$ cat src/rtl/core/srt_ram.sv
// ----------------------------------------------------------------------------
// srt_ram: generic single-port-write RAM
// One write port and one read port, read data registered.
// ----------------------------------------------------------------------------
`default_nettype none

module srt_ram #(
   parameter int WIDTH = 8,
   parameter int DEPTH = 16
) (
   input  wire logic                     clock,
   input  wire logic                     wr_en,
   input  wire logic [$clog2(DEPTH)-1:0] wr_addr,
   input  wire logic [WIDTH-1:0]         wr_data,
   input  wire logic [$clog2(DEPTH)-1:0] rd_addr,
   output logic      [WIDTH-1:0]         rd_data
);

   logic [WIDTH-1:0] mem [DEPTH];

   always_ff @(posedge clock) begin
      if (wr_en) begin
         mem[wr_addr] <= wr_data;
      end
      rd_data <= mem[rd_addr];
   end

endmodule

`default_nettype wire

$ cat config.mk
export PLATFORM = sky130hd
export DESIGN_NAME = srt_ram
export DESIGN_NICKNAME = d
export VERILOG_FILES = /design/src/rtl/core/srt_ram.sv
export SDC_FILE = /design/constraint.sdc
export NUM_CORES = 1
export LEC_CHECK = 0
export ABC_AREA = 0
export BUFFER_PORTS_ARGS = -buffer_cell sky130_fd_sc_hd__buf_4
export CAP_MARGIN = 10
export CORE_UTILIZATION = 45
export CTS_CLUSTER_SIZE = 40
export DETAILED_ROUTE_END_ITERATION = 8
export PLACE_DENSITY = 0.62
export SETUP_SLACK_MARGIN = 0.15
export SLEW_MARGIN = 20
export SYNTH_ARGS = -nofsm -noshare
export SYNTH_HDL_FRONTEND = slang
export SYNTH_SLANG_ARGS = --single-unit
$ cat constraint.sdc
create_clock -name clock -period 2.6 [get_ports clock]
set_input_delay 0.13 -clock clock [delete_from_list [all_inputs] [get_ports clock]]
set_output_delay 0.13 -clock clock [all_outputs]
set_load 0.02 [all_outputs]
* Word level (Yosys, flattened, before mapping)
Memories as Yosys holds them, arrays and structs flattened. A register that Yosys moved wholly into a read port is not among the register bits.
Index checks and enable logic that the tools add are counted.
** Storage, ports and cells
- Input bits :: 18
- Logic and storage cells :: 3
- RAM bits :: 128
- Memories kept :: 1
- Register bits :: 0
- Output and inout bits :: 8
** Cells by class
- Muxes and demuxes :: 2
** Memories
- mem :: depth 16, bits a word 8, rd ports 1, clocked after Yosys merged registers in 1, wr ports 1, RTL line 19 : logic [WIDTH-1:0] mem [DEPTH];
** Operator list (count)
- 2-to-1 mux 1 bit :: 2

* Logic depth before layout (Yosys ltp)
- Word-level depth :: 2
- Depth in mapped cells :: 5
- Mapped depth without buffers :: 3

* Least setup slack after synthesis
No wires, ideal clock.
- Kind :: in2reg
- From :: input wr_addr[2]
- To :: memory mem[0][0], enable pin
- Slack :: 0.977 ns
- Library setup time :: 0.383 ns
- Stages on the path :: 2
- Data required time :: 2.217 ns
- Arrival :: 1.240 ns
- Cells stage by stage :: or3b_2 nor3_1
** RTL lines
- start, declared :: RTL line 13 : input wire logic [$clog2(DEPTH)-1:0] wr_addr,
- end, declared :: RTL line 19
Straight into the memory's write port.

==> results.py <==
metrics = {
    "run_status": {
        "status": "finished, final reports clean",
    },
    "clock_tree": {
        "cts_setup_buffers": 0,
        "cts_resized": 0,
        "cts_max_level": 4,
        "cts_buffer_depth": 2,
        "cts_hold_buffers": 0,
        "cts.sinks": 136,
        "cts_buffers": 17,
        "path_clk_slew_ns": 0.06,
        "clockRootBuffer": "clkbuf_16",
        "cts_tree": "yes",
        "clk_latency_ns": 0.41,
    },
    "synth": {
        "synthCells": 229,
        "seq_area_frac_synth_pct": 77.78,
        "ys_seq_elements": 136,
        "syn_nets": 247,
        "yosysWarnings": 0,
        "synth_top_area_share_pct": 74.67,
        "syn_area_um2": 5147,
        "synth_area_leaders": "edfxtp_1 75%, mux4_2 7.9%, mux4_1 7.1%",
        "postSynthAreaPerCell_um2": 22.48,
        "synth_cell_types": 19,
        "yosysTopAreaCell": "edfxtp_1",
    },
    "timing": {
        "setup-tns-final_ns": 0,
        "hold_ws_ns": 0.02373,
        "slew-limit-headroom_pct": 42.61,
        "fin_crit_ns": 1.422,
        "finalCritPeriodShare_pct": 54.68,
        "worst_pin_slew_ns": 0.8577,
        "fmax_mhz": 703.3,
        "hold_violations": 0,
        "rsz0062_at_grt": "false",
        "slew_viol_final": 0,
        "finalSetupViolCount": 0,
        "clock_skew_ns": 0.02229,
    },
    "layout": {
        "mostFrequentLayoutCells": "128 x edfxtp_1, 39 x buf_4, 18 x mux4_2",
        "nFillCells": 810,
        "seqCellArea_um2": 4004,
        "final_common_cell": "edfxtp_1",
        "n_antenna_cell": 0,
        "multi_input_area_um2": 1057,
        "utilization_pct": 55.40,
        "layout-area-overhead-vs-synth_pct": 18.21,
        "finalInstanceArea_um2": 6085,
        "drive_gt1_share_pct": 30.69,
        "fin_nets": 295,
    },
    "place": {
        "placed_area_um2": 5529,
        "buffer_ports.inserted": 25,
        "gp_congestion": 0.7664,
        "dp_hpwl_um": 6563,
    },
    "critical_path": {
        "worstSetupStartpointType": "flop",
        "reg2reg_depth": 3,
        "cp_data_arrival_time_ns": 1.70,
        "cp_max_fo": 1,
        "worstPathRequired_ns": 2.87,
        "critPathKind": "flop to flop",
        "end_kind": "flop",
    },
    "min_path": {
        "hp-class": "input port to flop",
        "whs_path_depth": 1,
    },
    "drt": {
        "wirelength_um": 9961,
        "drtAntennaViolNets": 0,
        "wl_per_cell_um": 23.17,
        "drc": 0,
        "vias": 2472,
        "via_per_inst": 5.749,
        "drtIter0Drc": 189,
        "drtPass1Iterations": 4,
    },
    "pwr": {
        "p_leak_nw": 2.048,
        "pwr_density_cell_nw_per_um2": 805.9,
        "swShare_pct": 21.04,
        "total_power_w": 0.004904,
        "power.switching_w": 0.001032,
        "intPower_w": 0.003872,
        "power_frac_seq_pct": 50.3,
        "p_clk_share_pct": 44.6,
        "ir_drop_mv": 0.5069,
        "p_comb_share_pct": 5.1,
    },
    "die": {
        "rows": 38,
        "die_area_um2": 11870,
        "core_area_um2": 10980,
        "start_util_pct": 46.87,
        "die_w_um": 109.0,
        "num_io_pins": 26,
        "die_h_um": 109.0,
    },
    "global_routing": {
        "grt_pass1_wl_um": 15170,
        "grt_overflow_total": 0,
        "grt_pass1_vias": 2542,
        "antenna_found_initial": 0,
        "grt_util_all_layers_pct": 18.80,
        "grt_start_max_net_pins": 33,
    },
    "job": {
        "maxCapViolCount": 0,
    },
}
## kinds of logic after synthesis
logic type	after synthesis	share of synthesized area [%]
AO/OA/AOI/OAI	16	2.334
multiplexers	32	15.02
AND/OR/NAND/NOR	35	3.184
flip-flops	136	77.78
buffers and inverters	10	1.677
## final cells by class
type                       count  share of cell area (%)
sequential                   136                   65.80
tap                          140                   2.879
timing repair buffer          39                   4.812
multi-input combinational     83                   17.38
clock inverter                15                   2.139
clock buffer                  17                   6.992
## critical path, stage by stage, from the launching register on
cell,delay (ns)
edfxtp_1,0.36
mux4_1,0.50
a22oi_1,0.33
nand2_1,0.10
## registers in the layout (all words and copies together) (netlist names)
signal	count
mem	128
rd_data	8
## worst paths after layout
check,startpoint,end,slack [ns]
worst max-delay path,mem[1][5],rd_data[5],1.18
worst min-delay path,wr_data[1],mem[8][1],0.02
worst max register to register,mem[1][5],rd_data[5],1.18
worst min register to register,mem[14][7],rd_data[7],0.68
## synthesized netlist by cell type
master,instances
and2_1,1
nor2b_1,1
mux4_1,14
mux4_2,18
buf_4,1
edfxtp_1,128
nor3_1,4
nand2_1,9
buf_6,3
or3b_2,1
dfxtp_1,8
clkdlybuf4s25_2,3
nand3b_1,2
a22oi_1,16
nand2b_1,2
and2b_1,1
nor2_1,13
buf_2,3
nand3_1,1
## per-stage QoR
stage          instances  setup WS, ns
4_1_cts              430         1.187
6_report             430         1.178
5_1_grt              430         1.131
3_3_place_gp         398        0.7642
3_5_place_dp         398        0.7626
2_1_floorplan        229        0.9771
## per-layer routing
metal  GRT usage, %  routed length, um
met1          25.63               4313
met2          29.11               4832
met3          5.021                656
met4          7.143                158
met5              0                  0
## power groups by stage
stage	combinational [W]	clock (W)	sequential, W
finish	0.000250	0.00219	0.00247
global route	0.000271	0.00232	0.00247
CTS	0.000254	0.00222	0.00247
detailed placement	0.000254	0	0.00251
global placement	0.000251	0	0.00251
floorplan	0.000124	0	0.00253
(Power assumes the default switching activity.)
